--- config.mk ---
export PLATFORM = sky130hd
export DESIGN_NAME = lcd_line_and_mode_timer_unit
export DESIGN_NICKNAME = d
export VERILOG_FILES = /design/src/hdl/lcdt_pkg.sv /design/src/hdl/lcdt_step.sv /design/src/hdl/lcd_line_and_mode_timer_unit.sv
export SDC_FILE = /design/constraint.sdc
export NUM_CORES = 1
export LEC_CHECK = 0
export ABC_AREA = 1
export BUFFER_PORTS_ARGS = -buffer_cell sky130_fd_sc_hd__buf_2
export CORE_MARGIN = 1
export CORE_UTILIZATION = 52
export DETAILED_ROUTE_END_ITERATION = 7
export PLACE_DENSITY = 0.76
export SYNTH_ARGS = -nofsm -noshare
export SYNTH_HDL_FRONTEND = slang
export SYNTH_SLANG_ARGS = --single-unit
--- constraint.sdc ---
create_clock -name clk_i -period 2.4 [get_ports clk_i]
set_input_delay 0.36 -clock clk_i [delete_from_list [all_inputs] [get_ports clk_i]]
set_output_delay 0.36 -clock clk_i [all_outputs]
set_load 0.02 [all_outputs]
--- src/hdl/lcdt_pkg.sv ---
// Shared types and constants of the LCD line and mode timer.
// No dependencies; used by lcdt_step and lcd_line_and_mode_timer_unit.
package lcdt_pkg;

  localparam int unsigned LINE_PERIOD   = 456;
  localparam int unsigned VBLANK_LINE   = 144;
  localparam int unsigned LAST_LINE     = 153;
  localparam int unsigned OAM_DOTS      = 80;
  localparam int unsigned TRANSFER_DOTS = 172;

  localparam int unsigned DOT_W  = 10;
  localparam int unsigned LINE_W = 8;
  localparam int unsigned ELAP_W = 6;

  localparam logic [DOT_W-1:0]  DOT_RELOAD = DOT_W'(LINE_PERIOD);
  localparam logic [DOT_W-1:0]  OAM_BOUND  = DOT_W'(LINE_PERIOD - OAM_DOTS);
  localparam logic [DOT_W-1:0]  XFER_BOUND =
      DOT_W'(LINE_PERIOD - OAM_DOTS - TRANSFER_DOTS);
  localparam logic [LINE_W-1:0] VBLANK_LN  = LINE_W'(VBLANK_LINE);
  localparam logic [LINE_W-1:0] LAST_LN    = LINE_W'(LAST_LINE);

  // Configuration register indexes.
  localparam logic [1:0] CFG_LCD_ON       = 2'd0;
  localparam logic [1:0] CFG_LINE_COMPARE = 2'd1;
  localparam logic [1:0] CFG_IRQ_ENABLES  = 2'd2;

  // Bits of the status interrupt enable register.
  localparam int unsigned EN_HBLANK = 0;
  localparam int unsigned EN_VBLANK = 1;
  localparam int unsigned EN_OAM    = 2;
  localparam int unsigned EN_COIN   = 3;

  typedef enum logic [1:0] {
    MODE_HBLANK   = 2'd0,
    MODE_VBLANK   = 2'd1,
    MODE_OAM      = 2'd2,
    MODE_TRANSFER = 2'd3
  } lcd_mode_e;

  typedef struct packed {
    logic              lcd_on;
    logic [LINE_W-1:0] line_compare;
    logic [3:0]        irq_en;
  } cfg_t;

  typedef struct packed {
    logic [DOT_W-1:0]  dots;
    logic [LINE_W-1:0] line;
    lcd_mode_e         mode;
  } timer_state_t;

  typedef struct packed {
    logic [LINE_W-1:0] line_number;
    logic              draw_valid;
    logic              vblank_irq;
    logic              lcd_irq;
    logic              coincidence;
    lcd_mode_e         lcd_mode;
  } result_t;

endpackage

--- src/hdl/lcdt_step.sv ---
// Next-state and result logic for one beat of the LCD line and mode timer.
// Depends on lcdt_pkg.
module lcdt_step (
  input  lcdt_pkg::cfg_t                 cfg_i,
  input  lcdt_pkg::timer_state_t         state_i,
  input  logic [lcdt_pkg::ELAP_W-1:0]    elapsed_i,
  output lcdt_pkg::timer_state_t         state_o,
  output lcdt_pkg::result_t              result_o
);
  import lcdt_pkg::*;

  lcd_mode_e         mode;
  logic              req;
  logic              coin;
  logic [LINE_W-1:0] line_w;
  logic [LINE_W-1:0] next_line;
  logic              run_out;

  always_comb begin
    // Mode is taken from the line and dot count before this beat advances them.
    if (state_i.line >= VBLANK_LN) begin
      mode = MODE_VBLANK;
      req  = cfg_i.irq_en[EN_VBLANK];
    end else if (state_i.dots >= OAM_BOUND) begin
      mode = MODE_OAM;
      req  = cfg_i.irq_en[EN_OAM];
    end else if (state_i.dots >= XFER_BOUND) begin
      mode = MODE_TRANSFER;
      req  = 1'b0;
    end else begin
      mode = MODE_HBLANK;
      req  = cfg_i.irq_en[EN_HBLANK];
    end

    coin      = (state_i.line == cfg_i.line_compare);
    line_w    = (state_i.line > LAST_LN) ? '0 : state_i.line;
    next_line = line_w + LINE_W'(1);
    run_out   = ({{(DOT_W-ELAP_W){1'b0}}, elapsed_i} >= state_i.dots);

    result_o.lcd_mode    = mode;
    result_o.coincidence = coin;
    result_o.lcd_irq     = (req && (state_i.mode != mode)) ||
                           (coin && cfg_i.irq_en[EN_COIN]);
    result_o.vblank_irq  = 1'b0;
    result_o.draw_valid  = 1'b0;

    state_o.mode = mode;
    if (run_out) begin
      state_o.dots         = DOT_RELOAD;
      state_o.line         = (next_line > LAST_LN) ? '0 : next_line;
      result_o.vblank_irq  = (next_line == VBLANK_LN);
      result_o.draw_valid  = (next_line < VBLANK_LN);
    end else begin
      state_o.dots = state_i.dots - {{(DOT_W-ELAP_W){1'b0}}, elapsed_i};
      state_o.line = line_w;
    end

    // A disabled display parks the timer at the top of the frame in vblank.
    if (!cfg_i.lcd_on) begin
      state_o.dots         = DOT_RELOAD;
      state_o.line         = '0;
      state_o.mode         = MODE_VBLANK;
      result_o.lcd_mode    = MODE_VBLANK;
      result_o.coincidence = 1'b0;
      result_o.lcd_irq     = 1'b0;
      result_o.vblank_irq  = 1'b0;
      result_o.draw_valid  = 1'b0;
    end
    result_o.line_number = state_o.line;
  end

endmodule

--- src/hdl/lcd_line_and_mode_timer_unit.sv ---
// Top level of the LCD line and mode timer: stream ports, configuration
// registers, input and result registers. Depends on lcdt_pkg and lcdt_step.
//
//   Channel   Direction  Payload
//   s_axis    in         elapsed machine cycles, one beat per report
//   m_axis    out        mode, coincidence, irq flags, draw flag, line
//   cfg       in         lcd_on, line_compare, status_irq_enables writes
//
// One beat is taken every clock while m_axis is not stalled. m_axis_tvalid
// rises once an accepted beat has passed the input register and then the
// result register. The combinational update of the line and dot counters
// lets a new beat enter while the last one is still in the result register.
// After reset the display is on, the line is 0 and 456 dots remain.
// A stall on m_axis holds the result; the input register still fills, and
// only then does s_axis_tready fall.
module lcd_line_and_mode_timer_unit (
  input  logic        clk_i,
  input  logic        rst_ni,
  input  logic        s_axis_tvalid,
  output logic        s_axis_tready,
  input  logic [7:0]  s_axis_tdata,   // [5:0] elapsed_cycles, [7:6] zero
  output logic        m_axis_tvalid,
  input  logic        m_axis_tready,
  output logic [15:0] m_axis_tdata,   // [1:0] lcd_mode, [2] coincidence,
                                      // [3] lcd_irq, [4] vblank_irq,
                                      // [5] draw_valid, [13:6] line_number,
                                      // [15:14] zero
  input  logic        cfg_we_i,
  input  logic [1:0]  cfg_idx_i,
  input  logic [7:0]  cfg_data_i
);
  import lcdt_pkg::*;

  cfg_t              cfg_q;
  timer_state_t      st_q;
  timer_state_t      st_d;
  result_t           res_d;
  result_t           res_q;
  logic              in_vld_q;
  logic [ELAP_W-1:0] elap_q;
  logic              out_vld_q;
  logic              advance;
  logic              take_in;

  assign advance       = !out_vld_q || m_axis_tready;
  assign s_axis_tready = !in_vld_q || advance;
  assign take_in       = s_axis_tvalid && s_axis_tready;

  always_ff @(posedge clk_i or negedge rst_ni) begin
    if (!rst_ni) begin
      cfg_q.lcd_on       <= 1'b1;
      cfg_q.line_compare <= '0;
      cfg_q.irq_en       <= '0;
    end else if (cfg_we_i) begin
      unique case (cfg_idx_i)
        CFG_LCD_ON:       cfg_q.lcd_on       <= cfg_data_i[0];
        CFG_LINE_COMPARE: cfg_q.line_compare <= cfg_data_i;
        CFG_IRQ_ENABLES:  cfg_q.irq_en       <= cfg_data_i[3:0];
        default: ;
      endcase
    end
  end

  lcdt_step u_step (
    .cfg_i     (cfg_q),
    .state_i   (st_q),
    .elapsed_i (elap_q),
    .state_o   (st_d),
    .result_o  (res_d)
  );

  always_ff @(posedge clk_i or negedge rst_ni) begin
    if (!rst_ni) begin
      in_vld_q  <= 1'b0;
      out_vld_q <= 1'b0;
      st_q.dots <= DOT_RELOAD;
      st_q.line <= '0;
      st_q.mode <= MODE_HBLANK;
    end else begin
      if (s_axis_tready) begin
        in_vld_q <= s_axis_tvalid;
      end
      if (advance) begin
        out_vld_q <= in_vld_q;
      end
      if (in_vld_q && advance) begin
        st_q <= st_d;
      end
    end
  end

  always_ff @(posedge clk_i) begin
    if (take_in) begin
      elap_q <= s_axis_tdata[ELAP_W-1:0];
    end
    if (in_vld_q && advance) begin
      res_q <= res_d;
    end
  end

  assign m_axis_tvalid = out_vld_q;
  assign m_axis_tdata  = {2'b00, res_q.line_number, res_q.draw_valid, res_q.vblank_irq,
                          res_q.lcd_irq, res_q.coincidence, res_q.lcd_mode};

  // The counters only ever hold a line in the frame and a nonzero dot count.
  a_line_range: assert property (@(posedge clk_i) disable iff (!rst_ni)
    st_q.line <= LAST_LN)
    else $error("line counter beyond last line");

  a_dots_nonzero: assert property (@(posedge clk_i) disable iff (!rst_ni)
    st_q.dots != '0 && st_q.dots <= DOT_RELOAD)
    else $error("dot countdown out of range");

  a_vblank_line: assert property (@(posedge clk_i) disable iff (!rst_ni)
    out_vld_q && res_q.vblank_irq |-> res_q.line_number == VBLANK_LN)
    else $error("vblank request off the vblank line");

  a_draw_line: assert property (@(posedge clk_i) disable iff (!rst_ni)
    out_vld_q && res_q.draw_valid |-> res_q.line_number < VBLANK_LN)
    else $error("draw request on an invisible line");

  a_lcd_off: assert property (@(posedge clk_i) disable iff (!rst_ni)
    in_vld_q && advance && !cfg_q.lcd_on |=>
      st_q.line == '0 && st_q.mode == MODE_VBLANK)
    else $error("disabled display did not park the timer");

endmodule
== Yosys cells after proc, flatten, opt, wreduce, memory -nomap -nowiden ==
Cells that the tools add are included.

* Register bits after elaboration: 55
* Word-level logic and storage cells: 53

* $add $sub $neg: 2
* $lt $le $gt $ge: 7
* Eq/ne operators: 5
* Multiplexer cells: 10
* Reductions and logical operators: 14

{| class="wikitable"
|+ Operators by type and width
! operator !! count
|-
| 20-bit two-way mux || 1
|-
| 18-bit two-way mux || 1
|-
| 8-bit > comparator (second input constant) || 2
|-
| 8-bit two-way mux || 2
|-
| 10-bit by 8-bit >= comparator with 1-bit output (second input constant) || 1
|-
| 10-bit by 9-bit >= comparator with 1-bit output (second input constant) || 1
|-
| 6-bit by 10-bit >= comparator with 1-bit output || 1
|-
| 10-bit by 6-bit subtractor with 10-bit output || 1
|-
| 8-bit by 1-bit adder with 8-bit output (second input constant) || 1
|-
| 8-bit equality test || 1
|-
| 8-bit equality test (second input constant) || 1
|-
| 8-bit >= comparator (second input constant) || 1
|-
| 8-bit less-than comparator (second input constant) || 1
|-
| 2-bit AND reduction || 4
|-
| 2-bit two-way mux || 3
|-
| 1-bit logical AND || 4
|-
| 1-bit logical OR || 3
|-
| 1-bit two-way mux || 3
|-
| 2-bit by 1-bit equality test with 1-bit output (second input constant) || 1
|-
| 2-bit equality test (second input constant) || 1
|-
| 1-bit zero test || 2
|-
| 2-bit zero test || 1
|-
| 2-bit != test || 1
|}

== Depth between registers and ports, before layout ==
Gate-level depths: netlist (run 1).

* Depth after elaboration: 7
* Depth in mapped cells: 19
* Gate-level depth less buffers: 18

== By module ==
Synthesis (run 1) repeated with hierarchy kept, for this count alone.

* Cells, all modules: 420
* Area, all modules: 3357.0 sq um

{| class="wikitable"
|+ Modules (own cells, without submodules)
! module !! times used !! cells an instance !! area each (sq um) !! sequential area each (sq um)
|-
| lcd_line_and_mode_timer_unit || 1 || 181 || 2065.7 || 1482.7
|-
| lcdt_step || 1 || 239 || 1291.2 || 0.0
|}

== Worst setup path after synthesis (run 1) ==
Ideal clock, no wire load.

* Path type: flip-flop to flip-flop
* From: reg st_q[8] (netlist bit)
* To: reg res_q (netlist bit m_axis_tdata[8]), data pin
* Arrival: 2027 ps
* Required time: 2145 ps
* Slack: 118 ps
* Cell stages (with the launch flop): 15
* Path buffers: 0
* Clock period less this slack: 2282 ps
* Cell sequence: dfrtp_1 -> o21ai_4 -> nand2_4 -> nor2_1 -> ha_1 -> nand2_1 -> inv_1 -> nand4_1 -> nand2_2 -> nand2_2 -> nand3b_1 -> nand2_2 -> nand2_4 -> nand2_2 -> nand2_2

{| class="wikitable"
|+ RTL lines
! element !! RTL line !! text
|-
| start: declaration || lcd_line_and_mode_timer_unit.sv:35 || <nowiki>timer_state_t st_q;</nowiki>
|-
| start signal: assignment || lcd_line_and_mode_timer_unit.sv:87 || <nowiki>st_q <= st_d;</nowiki>
|-
| end signal: assignment || lcd_line_and_mode_timer_unit.sv:97 || <nowiki>res_q <= res_d;</nowiki>
|-
| end: declaration || lcd_line_and_mode_timer_unit.sv:38 || <nowiki>result_t res_q;</nowiki>
|}

==> results of run 1 <==
[where the power goes]
group          internal [W]  leakage (nW)  switching [W]
Combinational      0.000305          1.07       0.000471
Sequential          0.00116         0.635       0.000112
Clock              0.000271        0.0506       0.000294
Total               0.00174          1.75       0.000877
[state kept, by name, indices dropped and copies added (netlist names)]
| register | cells |
|---|---|
| in_vld_q | 1 |
| st_q | 20 |
| m_axis_tdata | 14 |
| cfg_q | 13 |
| elap_q | 6 |
| m_axis_tvalid | 1 |
[metrics by stage]
step | area [um2] | std cells | TNS [ps] | worst slack [ps]
floorplan | 3160 | 355 | 0 | 118
global placement | 3450 | 471 | 0 | 101
detailed placement | 3450 | 471 | 0 | 64.1
CTS | 3550 | 479 | 0 | 34.4
global route | 3620 | 483 | -163 | -23.7
finish | 3620 | 483 | 0 | 136
[synthesized netlist by cell type (all sizes together), types with 2 or more instances]
| master | instances | share of area |
|---|---|---|
| a21oi | 5 | 0.0079 |
| a31oi | 2 | 0.0040 |
| a32o | 2 | 0.0063 |
| buf | 6 | 0.022 |
| clkbuf | 3 | 0.0067 |
| dfrtp | 30 | 0.24 |
| dfstp | 5 | 0.042 |
| edfxtp | 20 | 0.19 |
| ha | 8 | 0.032 |
| inv | 53 | 0.064 |
| mux2 | 4 | 0.014 |
| nand2 | 101 | 0.15 |
| nand3 | 27 | 0.052 |
| nand3b | 3 | 0.0083 |
| nand4 | 10 | 0.027 |
| nor2 | 25 | 0.034 |
| nor3 | 3 | 0.0048 |
| nor4 | 2 | 0.0040 |
| o21ai | 22 | 0.040 |
| o22ai | 3 | 0.0059 |
| xnor2 | 2 | 0.0055 |
| xor2 | 9 | 0.025 |
[cells by family (layout without fill, tap and decap cells)]
group | after synthesis | count (layout) | share of synthesized area
buffers and inverters | 63 | 116 | 0.0939
other | 1 | 2 | 0.00119
flip-flops | 55 | 55 | 0.469
multiplexers | 4 | 4 | 0.0143
XOR/XNOR | 11 | 11 | 0.0305
adder cells (fa/ha/maj) | 9 | 9 | 0.0380
AO/OA/AOI/OAI | 38 | 38 | 0.0745
AND/OR/NAND/NOR | 173 | 173 | 0.278
[worst max path at each step]
stage | startpoint | end | slack, ps
after floorplan | st_q[8]$_DFFE_PN0P_ | m_axis_tdata[8]$_DFFE_PP_ | 120
after detailed placement | st_q[10]$_DFFE_PN0P_ | m_axis_tdata[9]$_DFFE_PP_ | 60
after CTS | st_q[10]$_DFFE_PN0P_ | m_axis_tdata[9]$_DFFE_PP_ | 30
final | st_q[3]$_DFFE_PN0P_ | m_axis_tdata[12]$_DFFE_PP_ | 140
after global routing | st_q[3]$_DFFE_PN0P_ | st_q[6]$_DFFE_PN0P_ | -20
after global placement | st_q[10]$_DFFE_PN0P_ | m_axis_tdata[10]$_DFFE_PP_ | 100
[critical path, cell delays in order (launching register included)]
cell and delay (ps):
dfrtp_2 450, inv_4 90, nand2_4 50, nand3_4 120
nand2_4 90, nor2_4 110, ha_2 200, nand2_1 80
inv_1 60, nand4_1 120, nand2_2 100, nand2_2 70
nand3b_1 170, nand2_2 90, nand2_4 100, nand2_2 80
nand2_2 60
[routing by layer]
metal / track usage / vias up / part of all wire
li1: - / 1251 / -
met1: 0.256 / 1166 / 0.45
met2: 0.369 / 44 / 0.51
met3: 0.0400 / 10 / 0.032
met4: 0.0679 / 0 / 0.016
met5: 0 / - / 0
[repair_timing]
item | in CTS | in global routing
buffers inserted | 0 | 4
resized for setup | 0 | 15
endpoints found under the hold margin | 0 | 0
setup endpoints to repair | 0 | 20
[cell type report]
type | instances | area [um2]
clock buffer | 8 | 101
timing repair buffer | 54 | 315
sequential | 55 | 1480
tap | 75 | 93.8
inverter | 54 | 209
fill | 496 | 2260
multi-input combinational | 237 | 1420
==> results.toml, run 1 <==
[timing]
slew_headroom = 0.486
fin_crit_sh = 0.943
fin_crit_ps = 2260
setup_viol = 0
hold_viol_final = 0
worst_slew_pin_slew_ps = 772
fin_worst_skew_ps = 7.87
whs_ps = 121
max_clock_freq_mhz = 442
slew_violations = 0

[route]
drc_errors = 0
routed_wl_mm = 6.16
antenna_left = 0
first_pass_iters = 4
vias_per_cell = 5.12
vias = 2471
wl_per_cell_um = 12.7
drt_iter0_markers = 91

[grt]
grt_max_degree = 36
globalRouteOverflowTotal = 0
grt_usage = 0.209
grt_pass1_wl_mm = 10.2
grt_pass1_vias = 2339
antenna_found_initial = 0

[yosys]
synthDistinctLibCells = 47
synthCells = 354
synth_edf_count = 20
async_reset_ff_frac = 0.636
syn_area_um2 = 3160
ys_ff_latch = 55
post_synth.cell_area_avg_um2 = 8.92
yosysSeqAreaShare = 0.469
synth_ff_type = "dfrtp_1"
yosys_warnings = 0

[place]
place_congestion = 0.818
hpwlAfterDp_mm = 4.60
portBuffers = 36

[hold_path]
min_path_type = "in -> async"

[floorplanning]
ios = 41
dieHeight_um = 79.9
die-area_um2 = 6390
initial_utilization = 0.537
die-width_um = 79.9
core_um2 = 5890
fp-row-count = 28

[run]
maxCapViolCount = 0

[clock_tree]
ctsRootBufferMaster = "clkbuf_8"
cts_inserted_buffers = 5
cts-htree-levels = 2
insertion_delay_ps = 310
cts_sinks = 55
cts_buffer_depth = 2
cts_tree = "built"
cts.clk_slew.worst_paths_ps = 100
hold_buffers = 0

[setup_path]
ff2ff_path_depth = 16
worst_ep_arrival_time_ps = 2340
cp-end-kind = "flip-flop"
r2r_setup_slack_ps = 140
timing.rr.start = "st_q[3]$_DFFE_PN0P_"
critPathRequiredTime_ps = 2470
worstPathMaxFanout = 7
cp-start-kind = "flip-flop"
reg2reg_to = "m_axis_tdata[12]$_DFFE_PP_"
crit_type = "reg -> reg"

[finish]
drive_gt1_frac = 0.309
areaGrowthSynthToFinish_pct = 14.7
fin_util = 0.615
final_cell_mix = "76 x nand2_1, 46 x inv_1, 36 x buf_2"
final_nets = 439
final_common_cell = "nand2_1"
antenna-diode-count = 0

[power]
total_power_w = 0.00262
p_leak_nw = 1.75
irDropWorstVdd_uv = 466
p_per_area_nw_per_um2 = 723

[status]
outcome = "finished, final reports clean"
Power figures use the tool's default switching activity.
==> run 2: changes to the inputs <==
--- a/config.mk
+++ b/config.mk
@@ -6,11 +6,11 @@
 export NUM_CORES = 1
 export LEC_CHECK = 0
 export ABC_AREA = 1
-export BUFFER_PORTS_ARGS = -buffer_cell sky130_fd_sc_hd__buf_2
 export CORE_MARGIN = 1
-export CORE_UTILIZATION = 52
+export CORE_UTILIZATION = 55
 export DETAILED_ROUTE_END_ITERATION = 7
-export PLACE_DENSITY = 0.76
+export DONT_BUFFER_PORTS = 1
+export PLACE_DENSITY = 0.73
 export SYNTH_ARGS = -nofsm -noshare
 export SYNTH_HDL_FRONTEND = slang
 export SYNTH_SLANG_ARGS = --single-unit
==> run 2 against run 1 <==
Worst hold slack better by 30 ps; largest power group unchanged; die area down 5.3%; sequential power up 4%; design area down 3.5%; combinational power down 9.8%; critical endpoint is now m_axis_tdata[10]$_DFFE_PP_; clock power up 25%; register-to-register slack better by 20 ps.
==> results.toml, run 2 (synthesis gave the netlist of run 1 again) <==
[grt]
grt_pass1_vias = 2192
grt_max_degree = 36
grt_pass1_wl_mm = 9.72
antenna_found_initial = 1
grt_usage = 0.206
globalRouteOverflowTotal = 0

[timing]
slew_violations = 0
hold_viol_final = 0
fin_worst_skew_ps = 11.8
max_clock_freq_mhz = 445
whs_ps = 150
fin_crit_sh = 0.935
setup_viol = 0
fin_crit_ps = 2250
setup_ws_ps = 155

[place]
hpwlAfterDp_mm = 4.40
placed_area_um2 = 3270
place_congestion = 0.831
place_ws_ps = 39.9
portBuffers = 0

[setup_path]
r2r_setup_slack_ps = 150
crit_start = "st_q[3]$_DFFE_PN0P_"
critPathRequiredTime_ps = 2460
timing.rr.start = "st_q[3]$_DFFE_PN0P_"
worst_ep_arrival_time_ps = 2300
worstPathMaxFanout = 7
cp-start-kind = "flip-flop"
crit_type = "reg -> reg"
cp-end-kind = "flip-flop"

[clock_tree]
cts_tree = "built"
cts_sinks = 55
cts-htree-levels = 2
cts_inserted_buffers = 5
cts_buffer_depth = 2
cts.clk_slew.worst_paths_ps = 100
ctsRootBufferMaster = "clkbuf_8"
insertion_delay_ps = 310

[run]
maxCapViolCount = 0

[hold_path]
min_path_type = "in -> reg"
hp-start = "s_axis_tdata[2]"

[power]
irDropWorstVdd_uv = 539
p_leak_nw = 1.62
p_per_area_nw_per_um2 = 782
total_power_w = 0.00273

[finish]
fin_util = 0.634
final_common_cell = "nand2_1"
fillCellCount = 462
largest_reg_flops = 20
final_nets = 403
drive_gt1_frac = 0.242
final_cell_mix = "76 x nand2_1, 46 x inv_1, 29 x dfrtp_1"
top_register = "st_q"
fin_area_um2 = 3490
antenna-diode-count = 0
areaGrowthSynthToFinish_pct = 10.6

[route]
dr_wl_met2_mm = 2.99
met1_length_mm = 2.65
highest_layer = "met5"
vias_per_cell = 5.16
drc_errors = 0
first_pass_iters = 4
wl_met3_um = 147
antenna_left = 0
wl_per_cell_um = 13.1
routed_wl_mm = 5.83
drt_iter0_markers = 64
vias = 2291

[status]
outcome = "finished, final reports clean"

[floorplanning]
initial_utilization = 0.574
ios = 41
fp-row-count = 27
die-area_um2 = 6050
core_um2 = 5510
dieHeight_um = 77.8
die-width_um = 77.8
[run 2: changes by cell type in the layout (fill, tap and decap cells not counted), sizes merged]
cell	change
clkbuf	-3
bufinv	+2
clkinvlp	+1
dlygate4sd3	+1
buf	-37
[run 2: power by group]
group          leakage (nW)  switching, W  total, W  internal, W
Combinational         0.925      0.000420  0.000700     0.000280
Sequential            0.635      0.000158   0.00132      0.00117
Clock                0.0644      0.000293  0.000709     0.000416
Total                  1.62      0.000871   0.00273      0.00186
[run 2: layout make-up]
| class | instances | area [um2] | area share |
|---|---|---|---|
| inverter | 54 | 206 | 0.0591 |
| timing repair buffer | 18 | 150 | 0.0430 |
| clock inverter | 3 | 67.6 | 0.0193 |
| clock buffer | 5 | 68.8 | 0.0197 |
| sequential | 55 | 1480 | 0.425 |
| tap | 72 | 90.1 | 0.0258 |
| multi-input combinational | 237 | 1430 | 0.408 |
[run 2: worst paths after layout]
kind	cells after the start	endpoint
max	16	m_axis_tdata[10]$_DFFE_PP_
min	0	elap_q[2]$_DFFE_PP_
max reg2reg	16	m_axis_tdata[10]$_DFFE_PP_
min reg2reg	2	cfg_q[1]$_DFFE_PN0P_
max in group asynchronous	2	st_q[18]$_DFFE_PN1P_
min in group asynchronous	2	st_q[4]$_DFFE_PN0P_
[run 2: timing repair]
item / in CTS / in global routing
hold buffers: 2 / 0
setup endpoints to repair: 0 / 21
resized for setup: 0 / 14
setup buffers: 0 / 2
hold endpoints to repair: 35 / 0
[run 2: metal layers]
metal	GRT usage	up-vias
met3	0.0412	6
met1	0.261	1072
met5	0	-
li1	-	1175
met4	0.0509	2
met2	0.358	36
[run 2: worst max-delay path: stages (launching register included)]
cell and delay, ps:
dfrtp_1 430, inv_2 110, nand2_4 60, nand3_4 100, nand2_8 90, nor2_4 110, ha_2 200, nand2_1 80
inv_1 60, nand4_1 110, nand2_2 100, nand2_2 70, nand3b_1 170, nand2_2 80, nand2_4 100, nand2_2 80
nand2_2 60
[run 2: metrics by stage]
stage,instances,setup TNS (ps)
finish,444,0
global placement,432,0
global route,444,-6.80
detailed placement,432,0
floorplan,355,0
CTS,442,0
==> run 3: changes to the inputs <==
--- a/config.mk
+++ b/config.mk
@@ -6,6 +6,7 @@
 export NUM_CORES = 1
 export LEC_CHECK = 0
 export ABC_AREA = 1
+export CORE_ASPECT_RATIO = 0.8
 export CORE_MARGIN = 1
 export CORE_UTILIZATION = 55
 export DETAILED_ROUTE_END_ITERATION = 7
==> run 3 against run 2 <==
Combinational power increased by 3.9%; die area about the same; global-route usage increased by 2.6 points; setup slack improved by 9.3 ps; sequential cell count unchanged; core utilization increased by 0.18 points.
==> results.toml, run 3 (synthesis gave the netlist of run 1 again) <==
[clock_tree]
cts_buffer_depth = 2
ctsRootBufferMaster = "clkbuf_8"
cts_inserted_buffers = 5
cts_sinks = 55
cts.clk_slew.worst_paths_ps = 100
insertion_delay_ps = 310
cts-htree-levels = 2
cts_tree = "built"

[finish]
final_nets = 407
top_register = "st_q"
fillCellCount = 489
drive_gt1_frac = 0.250
largest_reg_flops = 20
areaGrowthSynthToFinish_pct = 10.7
antenna-diode-count = 0
final_cell_mix = "75 x nand2_1, 47 x inv_1, 30 x dfrtp_1"
fin_area_um2 = 3500
layout.cells.non_filler = 454
seqCellArea_um2 = 1480
final_common_cell = "nand2_1"
fin_util = 0.636
multi_input_area_um2 = 1440

[grt]
grt_usage = 0.232
antenna_found_initial = 0
grt_pass1_wl_mm = 10.8
globalRouteOverflowTotal = 0
grt_pass1_vias = 2334
grt_max_degree = 36

[setup_path]
worst_ep_arrival_time_ps = 2300
crit_start = "st_q[10]$_DFFE_PN0P_"
ff2ff_path_depth = 14
cp-start-kind = "flip-flop"
worstPathMaxFanout = 7
critPathRequiredTime_ps = 2460
cp-endpoint = "m_axis_tdata[9]$_DFFE_PP_"
cp-end-kind = "flip-flop"
r2r_setup_slack_ps = 160
timing.rr.start = "st_q[10]$_DFFE_PN0P_"
crit_type = "reg -> reg"
reg2reg_to = "m_axis_tdata[9]$_DFFE_PP_"

[place]
place_ws_ps = 30.7
place_congestion = 0.842
portBuffers = 0
hpwlAfterDp_mm = 4.79
placed_cells = 440
placed_area_um2 = 3290

[timing]
fin_worst_skew_ps = 11.4
fin_crit_sh = 0.932
setup_viol = 0
slew_violations = 0
hold_viol_final = 0
fin_crit_ps = 2240
setup_ws_ps = 164
max_clock_freq_mhz = 447

[power]
p_leak_nw = 1.63
total_power_w = 0.00258
irDropWorstVdd_uv = 437
p_per_area_nw_per_um2 = 738

[route]
drc_errors = 0
antenna_left = 0
first_pass_iters = 4
vias = 2392
drt_iter0_markers = 177
vias_per_cell = 5.27
routed_wl_mm = 6.43
wl_per_cell_um = 14.2

[floorplanning]
die-width_um = 86.7
dieHeight_um = 69.8
core_um2 = 5500
ios = 41
initial_utilization = 0.575
fp-row-count = 24
die-area_um2 = 6050

[hold_path]
min_path_type = "in -> reg"

[run]
maxCapViolCount = 0

[status]
outcome = "finished, final reports clean"
==> run 3: cell types whose count changed in the layout (fill, tap and decap cells not counted), sizes merged <==
cell / delta
buf: +4
bufinv: -2
clkinv: +1
clkinvlp: -1
inv: +2
==> run 3: layout make-up <==
cell class              instances  share of cell area
flip-flops and latches         55               0.424
clock buffers                   5              0.0197
clock inverters                 3             0.00608
repair buffers                 22              0.0526
well taps                      78              0.0279
inverters                      54              0.0591
multi-input cells             237               0.411
==> run 3: worst min-delay path by stage <==
stage          cells after the start                    to       startpoint  slack, ps
6_report                           0   elap_q[4]$_DFFE_PP_  s_axis_tdata[4]        140
3_5_place_dp                       0  st_q[14]$_DFFE_PN0P_           rst_ni         70
2_1_floorplan                      0  cfg_q[0]$_DFFE_PN0P_           rst_ni         60
5_1_grt                            0   elap_q[5]$_DFFE_PP_  s_axis_tdata[5]        120
4_1_cts                            0   elap_q[3]$_DFFE_PP_  s_axis_tdata[3]        130
3_3_place_gp                       0   st_q[7]$_DFFE_PN0P_           rst_ni         70
==> run 3: where the power goes <==
group          internal [W]  total (W)  leakage (nW)  switching (W)
logic              0.000286   0.000727         0.948       0.000441
clock network      0.000210   0.000528        0.0466       0.000317
registers           0.00117    0.00132         0.636       0.000159
total               0.00166    0.00258          1.63       0.000916
==> run 3: metal layers <==
metal | part of all wire | up-vias | track usage
met4 | 0.012 | 0 | 0.0722
met5 | 0 | - | 0
met2 | 0.43 | 74 | 0.339
met3 | 0.057 | 8 | 0.0476
li1 | - | 1186 | -
met1 | 0.50 | 1124 | 0.347
==> run 3: critical path: stages, from the launching register on <==
cell and delay, ps:
dfrtp_1 370, inv_1 70, ha_1 180, inv_1 70, fa_2 350, nand3_1 90, nand3b_1 130, nand3_2 110
nand2_2 80, o21ai_2 70, nand2_1 70, nand2_1 80, inv_1 130, nand3_1 110, nand2_2 80
==> run 3: stage by stage <==
step | TNS, ps | hold WS, ps
after floorplan | 0 | 64.4
after global placement | 0 | 67.0
after detailed placement | 0 | 67.9
after CTS | 0 | 134
after global routing | -13.8 | 124
final | 0 | 144
==> run 3: timing repair <==
item | 4_1_cts | 5_1_grt
resized for setup | 1 | 15
pin swaps | 0 | 4
setup buffers | 0 | 4
endpoints found under the setup margin | 1 | 22
hold buffers | 2 | 0
hold endpoints to repair | 35 | 0
